==> config.mk <==
export PLATFORM = sky130hd
export DESIGN_NAME = triangulation_alpha_matte_top
export DESIGN_NICKNAME = d
export VERILOG_FILES = /design/src/hw/rtl/tam_pkg.sv /design/src/hw/rtl/triangulation_alpha_matte_top.sv /design/src/hw/rtl/tam_front.sv /design/src/hw/rtl/tam_div_step.sv
export SDC_FILE = /design/constraint.sdc
export NUM_CORES = 2
export LEC_CHECK = 0
export BUFFER_PORTS_ARGS = -buffer_cell sky130_fd_sc_hd__buf_4
export CAP_MARGIN = 20
export CORE_UTILIZATION = 30
export CTS_CLUSTER_SIZE = 28
export DETAILED_ROUTE_END_ITERATION = 7
export HOLD_SLACK_MARGIN = 0.12
export PLACE_DENSITY = 0.46
export SYNTH_ARGS = -nofsm -noshare
export SYNTH_HDL_FRONTEND = slang
export SYNTH_SLANG_ARGS = --single-unit
export TNS_END_PERCENT = 20
==> constraint.sdc <==
create_clock -name clk -period 6.3 [get_ports clk]
set_input_delay 1.89 -clock clk [delete_from_list [all_inputs] [get_ports clk]]
set_output_delay 1.89 -clock clk [all_outputs]
set_load 0.05 [all_outputs]
==> src/hw/rtl/tam_pkg.sv <==
// shared types and constants for the triangulation alpha matte pipeline
`default_nettype none
package tam_pkg;

	localparam int PIX_W        = 8;
	localparam int CHAN         = 3;
	localparam int DIFF_W       = PIX_W + 1;
	localparam int PROD_W       = 2 * DIFF_W;
	localparam int SQ_W         = 2 * PIX_W;
	localparam int NUM_W        = PROD_W + 1;
	localparam int DEN_W        = SQ_W + 2;
	localparam int TOP_W        = NUM_W + 1;
	localparam int Q_W          = 8;
	localparam int REM_W        = DEN_W + Q_W;
	localparam int DSH_W        = DEN_W + Q_W - 1;
	localparam int FRONT_STAGES = 4;
	localparam int PIPE_DEPTH   = FRONT_STAGES + Q_W + 1;
	localparam int CNT_W        = $clog2(PIPE_DEPTH + 1);

	localparam logic [Q_W-1:0] ALPHA_ZERO = '0;
	localparam logic [Q_W-1:0] ALPHA_FULL = Q_W'(255);

	typedef struct packed {
		logic [PIX_W-1:0] comp1_ch0;
		logic [PIX_W-1:0] comp1_ch1;
		logic [PIX_W-1:0] comp1_ch2;
		logic [PIX_W-1:0] comp2_ch0;
		logic [PIX_W-1:0] comp2_ch1;
		logic [PIX_W-1:0] comp2_ch2;
		logic [PIX_W-1:0] back1_ch0;
		logic [PIX_W-1:0] back1_ch1;
		logic [PIX_W-1:0] back1_ch2;
		logic [PIX_W-1:0] back2_ch0;
		logic [PIX_W-1:0] back2_ch1;
		logic [PIX_W-1:0] back2_ch2;
	} in_item_t;

	typedef struct packed {
		logic [Q_W-1:0] alpha_gray;
		logic           degenerate;
	} out_item_t;

	// partial division state handed from stage to stage
	typedef struct packed {
		logic             degenerate;
		logic             fixed;
		logic [Q_W-1:0]   quo;
		logic [REM_W-1:0] rem;
		logic [DSH_W-1:0] dsh;
	} div_item_t;

endpackage
`default_nettype wire

==> src/hw/rtl/triangulation_alpha_matte_top.sv <==
// top level of the triangulation alpha matte pipeline
// usage:
//   one request on the input channel carries the co-located pixel of two
//   composites and their two backgrounds, three 8-bit channels each
//   one request on the output channel carries alpha_gray = floor(255*alpha)
//   and the degenerate flag (backgrounds equal, alpha forced to 0)
//   both channels are valid/ready; a request moves when valid and ready are high
// timing:
//   a request passes through 13 register stages from input accept to output:
//   4 front stages, 8 divider stages (one quotient bit each), 1 output register
//   throughput is one request per cycle while the output is not stalled, set by the fully pipelined divider
// reset:
//   arst_n clears every valid bit at once; payload registers are not reset
// stall:
//   each stage holds while the one after it is full and stalled, so bubbles
//   collapse and input keeps being taken until all 13 stages hold a request
`default_nettype none
module triangulation_alpha_matte_top
	import tam_pkg::*;
(
	input  wire logic      clk,
	input  wire logic      arst_n,
	input  wire logic      in_valid,
	output logic           in_ready,
	input  wire in_item_t  in_data,
	output logic           out_valid,
	input  wire logic      out_ready,
	output out_item_t      out_data
);

	// handshake chain through the divider stages, index 0 is the front output
	logic      dv   [Q_W+1];
	logic      dr   [Q_W+1];
	div_item_t ditem [Q_W+1];

	logic      out_v_q;
	out_item_t out_item_q;
	logic      out_en;

	// differences, products, sums and clamp decision
	tam_front u_front (
		.clk       (clk),
		.arst_n    (arst_n),
		.in_valid  (in_valid),
		.in_ready  (in_ready),
		.in_data   (in_data),
		.out_valid (dv[0]),
		.out_ready (dr[0]),
		.out_data  (ditem[0])
	);

	// quotient bits from msb down, one per stage
	for (genvar k = 0; k < Q_W; k++) begin : g_div
		tam_div_step u_step (
			.clk       (clk),
			.arst_n    (arst_n),
			.in_valid  (dv[k]),
			.in_ready  (dr[k]),
			.in_data   (ditem[k]),
			.out_valid (dv[k+1]),
			.out_ready (dr[k+1]),
			.out_data  (ditem[k+1])
		);
	end

	// output register parts the divider from the receiver
	assign out_en   = !out_v_q || out_ready;
	assign dr[Q_W]  = out_en;

	always_ff @(posedge clk or negedge arst_n) begin
		if (!arst_n) begin
			out_v_q <= 1'b0;
		end else if (out_en) begin
			out_v_q <= dv[Q_W];
		end
	end

	always_ff @(posedge clk) begin
		if (out_en) begin
			out_item_q.alpha_gray <= ditem[Q_W].quo;
			out_item_q.degenerate <= ditem[Q_W].degenerate;
		end
	end

	assign out_valid = out_v_q;
	assign out_data  = out_item_q;

endmodule
`default_nettype wire

==> src/hw/rtl/tam_front.sv <==
// front stages: differences, products, sums, clamp decision and dividend
`default_nettype none
module tam_front
	import tam_pkg::*;
(
	input  wire logic      clk,
	input  wire logic      arst_n,
	input  wire logic      in_valid,
	output logic           in_ready,
	input  wire in_item_t  in_data,
	output logic           out_valid,
	input  wire logic      out_ready,
	output div_item_t      out_data
);

	logic v_s1, v_s2, v_s3, v_s4;
	logic en_s1, en_s2, en_s3, en_s4;

	logic signed [DIFF_W-1:0] db_c [CHAN];
	logic signed [DIFF_W-1:0] dc_c [CHAN];
	logic signed [DIFF_W-1:0] db_s1 [CHAN];
	logic signed [DIFF_W-1:0] dc_s1 [CHAN];
	logic signed [PROD_W-1:0] pp_s2 [CHAN];
	logic signed [PROD_W-1:0] sq_s2 [CHAN];
	logic signed [NUM_W-1:0]  num_s3;
	logic        [DEN_W-1:0]  den_s3;
	logic signed [NUM_W-1:0]  den_sx;
	logic signed [TOP_W-1:0]  top_c;
	div_item_t                prep_c;
	div_item_t                item_s4;

	assign en_s4    = !v_s4 || out_ready;
	assign en_s3    = !v_s3 || en_s4;
	assign en_s2    = !v_s2 || en_s3;
	assign en_s1    = !v_s1 || en_s2;
	assign in_ready = en_s1;

	function automatic logic signed [DIFF_W-1:0] diff(input logic [PIX_W-1:0] a,
		input logic [PIX_W-1:0] b);
		return $signed({1'b0, a}) - $signed({1'b0, b});
	endfunction

	always_comb begin
		db_c[0] = diff(in_data.back2_ch0, in_data.back1_ch0);
		db_c[1] = diff(in_data.back2_ch1, in_data.back1_ch1);
		db_c[2] = diff(in_data.back2_ch2, in_data.back1_ch2);
		dc_c[0] = diff(in_data.comp2_ch0, in_data.comp1_ch0);
		dc_c[1] = diff(in_data.comp2_ch1, in_data.comp1_ch1);
		dc_c[2] = diff(in_data.comp2_ch2, in_data.comp1_ch2);
	end

	// valid bits
	always_ff @(posedge clk or negedge arst_n) begin
		if (!arst_n) begin
			v_s1 <= 1'b0;
			v_s2 <= 1'b0;
			v_s3 <= 1'b0;
			v_s4 <= 1'b0;
		end else begin
			if (en_s1) v_s1 <= in_valid;
			if (en_s2) v_s2 <= v_s1;
			if (en_s3) v_s3 <= v_s2;
			if (en_s4) v_s4 <= v_s3;
		end
	end

	// payload
	always_ff @(posedge clk) begin
		if (en_s1) begin
			for (int c = 0; c < CHAN; c++) begin
				db_s1[c] <= db_c[c];
				dc_s1[c] <= dc_c[c];
			end
		end
		if (en_s2) begin
			for (int c = 0; c < CHAN; c++) begin
				pp_s2[c] <= PROD_W'(db_s1[c]) * PROD_W'(dc_s1[c]);
				sq_s2[c] <= PROD_W'(db_s1[c]) * PROD_W'(db_s1[c]);
			end
		end
		if (en_s3) begin
			num_s3 <= NUM_W'(pp_s2[0]) + NUM_W'(pp_s2[1]) + NUM_W'(pp_s2[2]);
			den_s3 <= DEN_W'(sq_s2[0][SQ_W-1:0]) + DEN_W'(sq_s2[1][SQ_W-1:0])
				+ DEN_W'(sq_s2[2][SQ_W-1:0]);
		end
		if (en_s4) item_s4 <= prep_c;
	end

	// clamp cases resolve here, the rest goes on to the divider
	always_comb begin
		den_sx = $signed({1'b0, den_s3});
		top_c  = TOP_W'(den_sx) - TOP_W'(num_s3);
		prep_c.degenerate = 1'b0;
		prep_c.fixed      = 1'b0;
		prep_c.quo        = ALPHA_ZERO;
		prep_c.rem        = REM_W'({top_c[DEN_W-1:0], 8'b0}) - REM_W'(top_c[DEN_W-1:0]);
		prep_c.dsh        = DSH_W'({den_s3, (Q_W-1)'(0)});
		if (den_s3 == '0) begin
			prep_c.degenerate = 1'b1;
			prep_c.fixed      = 1'b1;
		end else if (num_s3 >= den_sx) begin
			prep_c.fixed      = 1'b1;
		end else if (num_s3[NUM_W-1] || num_s3 == '0) begin
			// num not above zero
			prep_c.fixed      = 1'b1;
			prep_c.quo        = ALPHA_FULL;
		end
	end

	assign out_valid = v_s4;
	assign out_data  = item_s4;

endmodule
`default_nettype wire

==> src/hw/rtl/tam_div_step.sv <==
// one restoring division step, one quotient bit per stage
`default_nettype none
module tam_div_step
	import tam_pkg::*;
(
	input  wire logic      clk,
	input  wire logic      arst_n,
	input  wire logic      in_valid,
	output logic           in_ready,
	input  wire div_item_t in_data,
	output logic           out_valid,
	input  wire logic      out_ready,
	output div_item_t      out_data
);

	logic             v_s1;
	div_item_t        item_s1;
	div_item_t        next_c;
	logic [REM_W-1:0] sub_c;
	logic             fit_c;

	assign in_ready = !v_s1 || out_ready;

	always_comb begin
		sub_c  = REM_W'(in_data.dsh);
		fit_c  = in_data.rem >= sub_c;
		next_c = in_data;
		next_c.dsh = in_data.dsh >> 1;
		if (!in_data.fixed) begin
			next_c.quo = {in_data.quo[Q_W-2:0], fit_c};
			if (fit_c) next_c.rem = in_data.rem - sub_c;
		end
	end

	always_ff @(posedge clk or negedge arst_n) begin
		if (!arst_n) begin
			v_s1 <= 1'b0;
		end else if (in_ready) begin
			v_s1 <= in_valid;
		end
	end

	always_ff @(posedge clk) begin
		if (in_ready) item_s1 <= next_c;
	end

	assign out_valid = v_s1;
	assign out_data  = item_s1;

endmodule
`default_nettype wire

---- After elaboration in Yosys (flattened, before gate mapping) ----
Memory sizes are Yosys's and may differ from the RTL's.
Index checks and enable logic that the tools add are counted.
storage, ports and cells
  input bits .............................. 100
  flip-flop bits (word level) ............. 500
  bits in writable memories ............... 162
  word-level logic and storage cells ...... 150
  memories ................................ 4
  output and inout port bits .............. 11
memory list
  name           depth  bits a word  rd ports  clocked after Yosys merged registers in  write ports  line             source
  u_front.pp_s2  3      18           3         0                                        3            tam_front.sv:23  logic signed [PROD_W-1:0] pp_s2 [CHAN];
  u_front.sq_s2  3      18           3         0                                        3            tam_front.sv:24  logic signed [PROD_W-1:0] sq_s2 [CHAN];
  u_front.db_s1  3      9            3         0                                        3            tam_front.sv:21  logic signed [DIFF_W-1:0] db_s1 [CHAN];
  u_front.dc_s1  3      9            3         0                                        3            tam_front.sv:22  logic signed [DIFF_W-1:0] dc_s1 [CHAN];
operators by class
  reductions and logical operators ........ 30
  add/subtract/negate cells ............... 20
  $mul .................................... 6
  multiplexer cells ....................... 22
  $lt $le $gt $ge ......................... 9
operators by type and width
  kind                                          number
  two-way mux 34 bit                            8
  two-way mux 26 bit                            8
  multiplier 9 x 9 -> 18 bit                    6
  subtractor 8 x 8 -> 9 bit                     6
  subtractor 26 x 18 -> 26 bit                  2
  greater-or-equal comparator 26 x 18 -> 1 bit  1
  greater-or-equal comparator 26 x 19 -> 1 bit  1
  greater-or-equal comparator 26 x 20 -> 1 bit  1
  greater-or-equal comparator 26 x 21 -> 1 bit  1
  greater-or-equal comparator 26 x 22 -> 1 bit  1
  greater-or-equal comparator 26 x 23 -> 1 bit  1
  greater-or-equal comparator 26 x 24 -> 1 bit  1
  greater-or-equal comparator 26 x 25 -> 1 bit  1
  subtractor 26 x 19 -> 26 bit                  1
  subtractor 26 x 20 -> 26 bit                  1
  subtractor 26 x 21 -> 26 bit                  1
  subtractor 26 x 22 -> 26 bit                  1
  subtractor 26 x 23 -> 26 bit                  1
  subtractor 26 x 24 -> 26 bit                  1
  subtractor 26 x 25 -> 26 bit                  1
  adder 18 x 18 -> 19 bit                       1
  adder 19 x 18 -> 19 bit                       1
  greater-or-equal comparator 19 bit            1
  zero test 19 bit                              1
  other kinds (9)                               38

---- Longest topological paths before layout ----
  depth in word-level cells ............... 16
  gate-level depth with buffers ........... 23
  mapped depth without buffers ............ 22

---- Hierarchy ----
From an unflattened synthesis, not the netlist that was laid out.
second synthesis, totals
  cells, all modules ...................... 5,589
  area, all modules ....................... 59,614.7 um^2
by module, submodules not included
  module                               times used  area each (um^2)  cells each  sequential area each (um^2)
  tam_front                            1           29,186.7          2,753       7,216.9
  tam_div_step at g_div[4].u_step ...  4           3,753.6           339         1,826.8
  tam_div_step at g_div[0].u_step ...  3           3,802.4           374         1,826.8
  tam_div_step at g_div[1].u_step      1           3,688.5           346         1,826.8
  triangulation_alpha_matte_top        1           317.8             12          295.3

---- Worst setup path after synthesis ----
OpenSTA, ideal clock, no wires.
  kind .................................... input-to-output
  start point ............................. input port out_ready
  end point ............................... output port in_ready
  buffers on the path ..................... 0
  required time ........................... 4.410 ns
  data arrival time ....................... 5.097 ns
  cell stages on the path ................. 7
  setup slack ............................. -0.687 ns
  path through ............................ nor2b_1 > nand2_1 > nor2_1 > and2_1 > and3_1 > and3_1 > nand4_1
on the way
  longest elaborated chain between the ends .. 13
RTL lines
  element                         line                                 source
  start, declared                 triangulation_alpha_matte_top.sv:27  input wire logic out_ready,
  logical OR 1 bit                triangulation_alpha_matte_top.sv:67  assign out_en = !out_v_q || out_ready;
  logical OR 1 bit                tam_div_step.sv:22                   assign in_ready = !v_s1 || out_ready;
  net g_div[6].u_step.out_ready   tam_div_step.sv:12                   input wire logic out_ready,
  logical OR 1 bit (7 in series)  tam_div_step.sv:22
  logical OR 1 bit                tam_front.sv:32                      assign en_s4 = !v_s4 || out_ready;
  logical OR 1 bit                tam_front.sv:33                      assign en_s3 = !v_s3 || en_s4;
  logical OR 1 bit                tam_front.sv:34                      assign en_s2 = !v_s2 || en_s3;
  logical OR 1 bit                tam_front.sv:35                      assign en_s1 = !v_s1 || en_s2;
  end, declared                   triangulation_alpha_matte_top.sv:24  output logic in_ready,
The timed path passes the listed nets, and every way through them passes these cells.

---- Final worst setup path ----
Same ends and word-level chain as after synthesis.

==> results_dict.tcl <==
set metrics [dict create \
    firstDrtPassIters 7 \
    reg2reg_slack_ns 0.68 \
    syn_to_final_growth_pct 12.5 \
    die_height_um 410 \
    cts_buffers 79 \
    syn_area_per_cell_sq_um 11.0 \
    drt-vias-per-instance 4.44 \
    clock-sinks 625 \
    worstHoldPathCells 0 \
    via_count 30836 \
    ctsResizeCount 0 \
    period_minus_slack_ns 5.85 \
    cp.arrival_ns 3.96 \
    grt_pass1_vias 32995 \
    pre_cts_slack_ns 0.496 \
    ctsHoldBuffers 0 \
    place.gp.congestion 0.835 \
    synthCells 4557 \
    start_kind "primary input" \
    synth_edf_count 612 \
    post_cts_buffers 0 \
    drc_errors 13 \
    fin_crit_sh_pct 92.8 \
    mostFrequentLayoutCells "inv_1, edfxtp_1, ha_1, fa_1, nand2_1" \
    tightest_slew_ns 0.974 \
    skew_ns 0.0489 \
    clock_path_buffers 3 \
    htreeDepth 3 \
    synth.cell_area_sq_um 50000 \
    clk_pin_slew_ns 0.06 \
    grt_remaining_overflow 0 \
    required_ns 4.41 \
    fp.coreArea_sq_um 165000 \
    ioPinCount 111 \
    wl_per_cell_um 14.9 \
    first_iter_violations 1029 \
    io_buffers 110 \
    track_usage_pct 12.6 \
    dp.final_hpwl_um 84500 \
    final_antenna_net_count 0 \
    rr_startpoint "u_front.db_s1[0][5]" \
    cp-end-kind "output port" \
    final-max-slew-violation-count 0 \
    fmax_ghz 0.171 \
    final_common_cell "inv_1" \
    row_count 149 \
    yosysSeqAreaShare_pct 37.4 \
    antenna_found_initial 1 \
    ys_seq_elements 625 \
    rr_worst_depth 21 \
    die_w_um 410 \
    critical_path_class "in2out" \
    fin_ws_ns 0.450 \
    num_antenna_cells 0 \
    holdCritPathClass "reg2reg" \
    worstReg2RegEnd "u_front.pp_s2[0][17]" \
    drv_cap 0 \
    final_core_util_pct 34.0 \
    die_area_sq_um 168000 \
    hold_slack_ns 0.408 \
    ys.warnings.count 0 \
    whs_endpoint "g_div[6].u_step.out_data[60]" \
    setup_tns_ns 0 \
    status "complete, but fails checks" \
    hold_violations 0 \
    cp_max_fo 11 \
    crit_start "out_ready" \
    grt_pass1_wl_um 171000 \
    clk_latency_ns 0.68 \
    grt_max_degree 56 \
    synthFlopType "edfxtp_1" \
    ys_types 90 \
    min_from "g_div[5].u_step.out_data[60]" \
    initial_core_util_pct 30.2 \
    async_reset_ff_share_pct 2.08 \
    syn_nets 5559 \
    nets 5694 \
    root_buffer "clkbuf_16" \
    finalSetupViolCount 0 \
    routed_wl_um 103000 \
    cts_tree "built" \
    relSlewSlack_pct 35.0 \
    rsz0062_at_grt "no" \
    drive_above_1_share_pct 8.61 \
    violations "design-rule violations" \
]
## critical path: stages
cell     delay, ns
buf_4         0.12
nor2b_4       0.18
nand2_4       0.15
nor2_4        0.17
and2_4        0.20
and3_4        0.22
and3_4        0.23
nand4_1       0.41
buf_4         0.38
## layout make-up
cell class | instances | area (sq um)
clock inverter | 43 | 571
inverter | 789 | 2960
multi-input combinational | 3052 | 28000
clock buffer | 99 | 2100
tap | 2189 | 2740
sequential | 625 | 18700
fill | 16802 | 109000
timing repair buffer | 145 | 1150
## synthesized netlist by cell type (49+ instances only)
cell	instances	share of area [%]
mux2_2	76	1.7
fa_1	403	16
nor3_1	49	0.49
a21o_1	125	1.9
and2_1	142	1.8
o21ai_0	168	1.7
ha_1	499	12
inv_1	789	5.9
xnor2_1	236	4.1
xor2_1	106	1.9
nor2_1	187	1.4
nand2b_1	66	0.83
clkbuf_1	79	0.59
a21oi_1	187	1.9
edfxtp_1	612	37
nand2_1	332	2.5
nor2b_1	86	1.1
## kinds of logic after synthesis
| family | count (synthesis) | share of synthesized area, % |
|---|---|---|
| and+or+nand+nor | 1030 | 10.3 |
| adders and majority gates | 902 | 28.6 |
| buffers and inverters | 880 | 6.68 |
| AOI/OAI and AO/OA | 689 | 8.89 |
| DFF | 625 | 37.4 |
| xor gates and xnor gates | 342 | 6.00 |
| muxes | 89 | 2.08 |
## worst max-delay path by stage
| stage | to | slack (ns) | cells after the start |
|---|---|---|---|
| finish | in_ready | 0.45 | 9 |
| global route | u_front.pp_s2[0][35] | 0.27 | 21 |
| CTS | in_ready | 0.48 | 9 |
| detailed placement | in_ready | 0.50 | 9 |
| global placement | in_ready | 0.50 | 9 |
| floorplan | in_ready | -0.28 | 7 |
## registers in the layout, summed over array words and instances (netlist names)
name / count
g_div.u_step.out_data: 366
g_div.u_step.out_valid: 8
out_data: 9
out_valid: 1
u_front.db_s1: 27
u_front.dc_s1: 27
u_front.den_s3: 18
u_front.num_s3: 19
u_front.out_data: 47
u_front.out_valid: 1
u_front.pp_s2: 54
u_front.sq_s2: 45
u_front.v_s1: 1
u_front.v_s2: 1
u_front.v_s3: 1
## stage by stage
step,instance area (sq um),std cells
6_report,56200,6942
3_3_place_gp,53400,6796
2_1_floorplan,50000,4557
3_5_place_dp,53400,6796
5_1_grt,56200,6942
4_1_cts,56100,6938
## routing by layer
metal | up-vias | part of all wire [%] | global-route usage (%)
li1 | 15565 | - | -
met1 | 14749 | 41 | 14.2
met2 | 345 | 52 | 23.7
met3 | 177 | 2.3 | 1.79
met4 | 0 | 4.1 | 5.13
met5 | - | 0 | 0
Power is left out: the tool's default activity adds up to more than one toggle a clock period on the data nets, which glitch-free logic cannot reach.
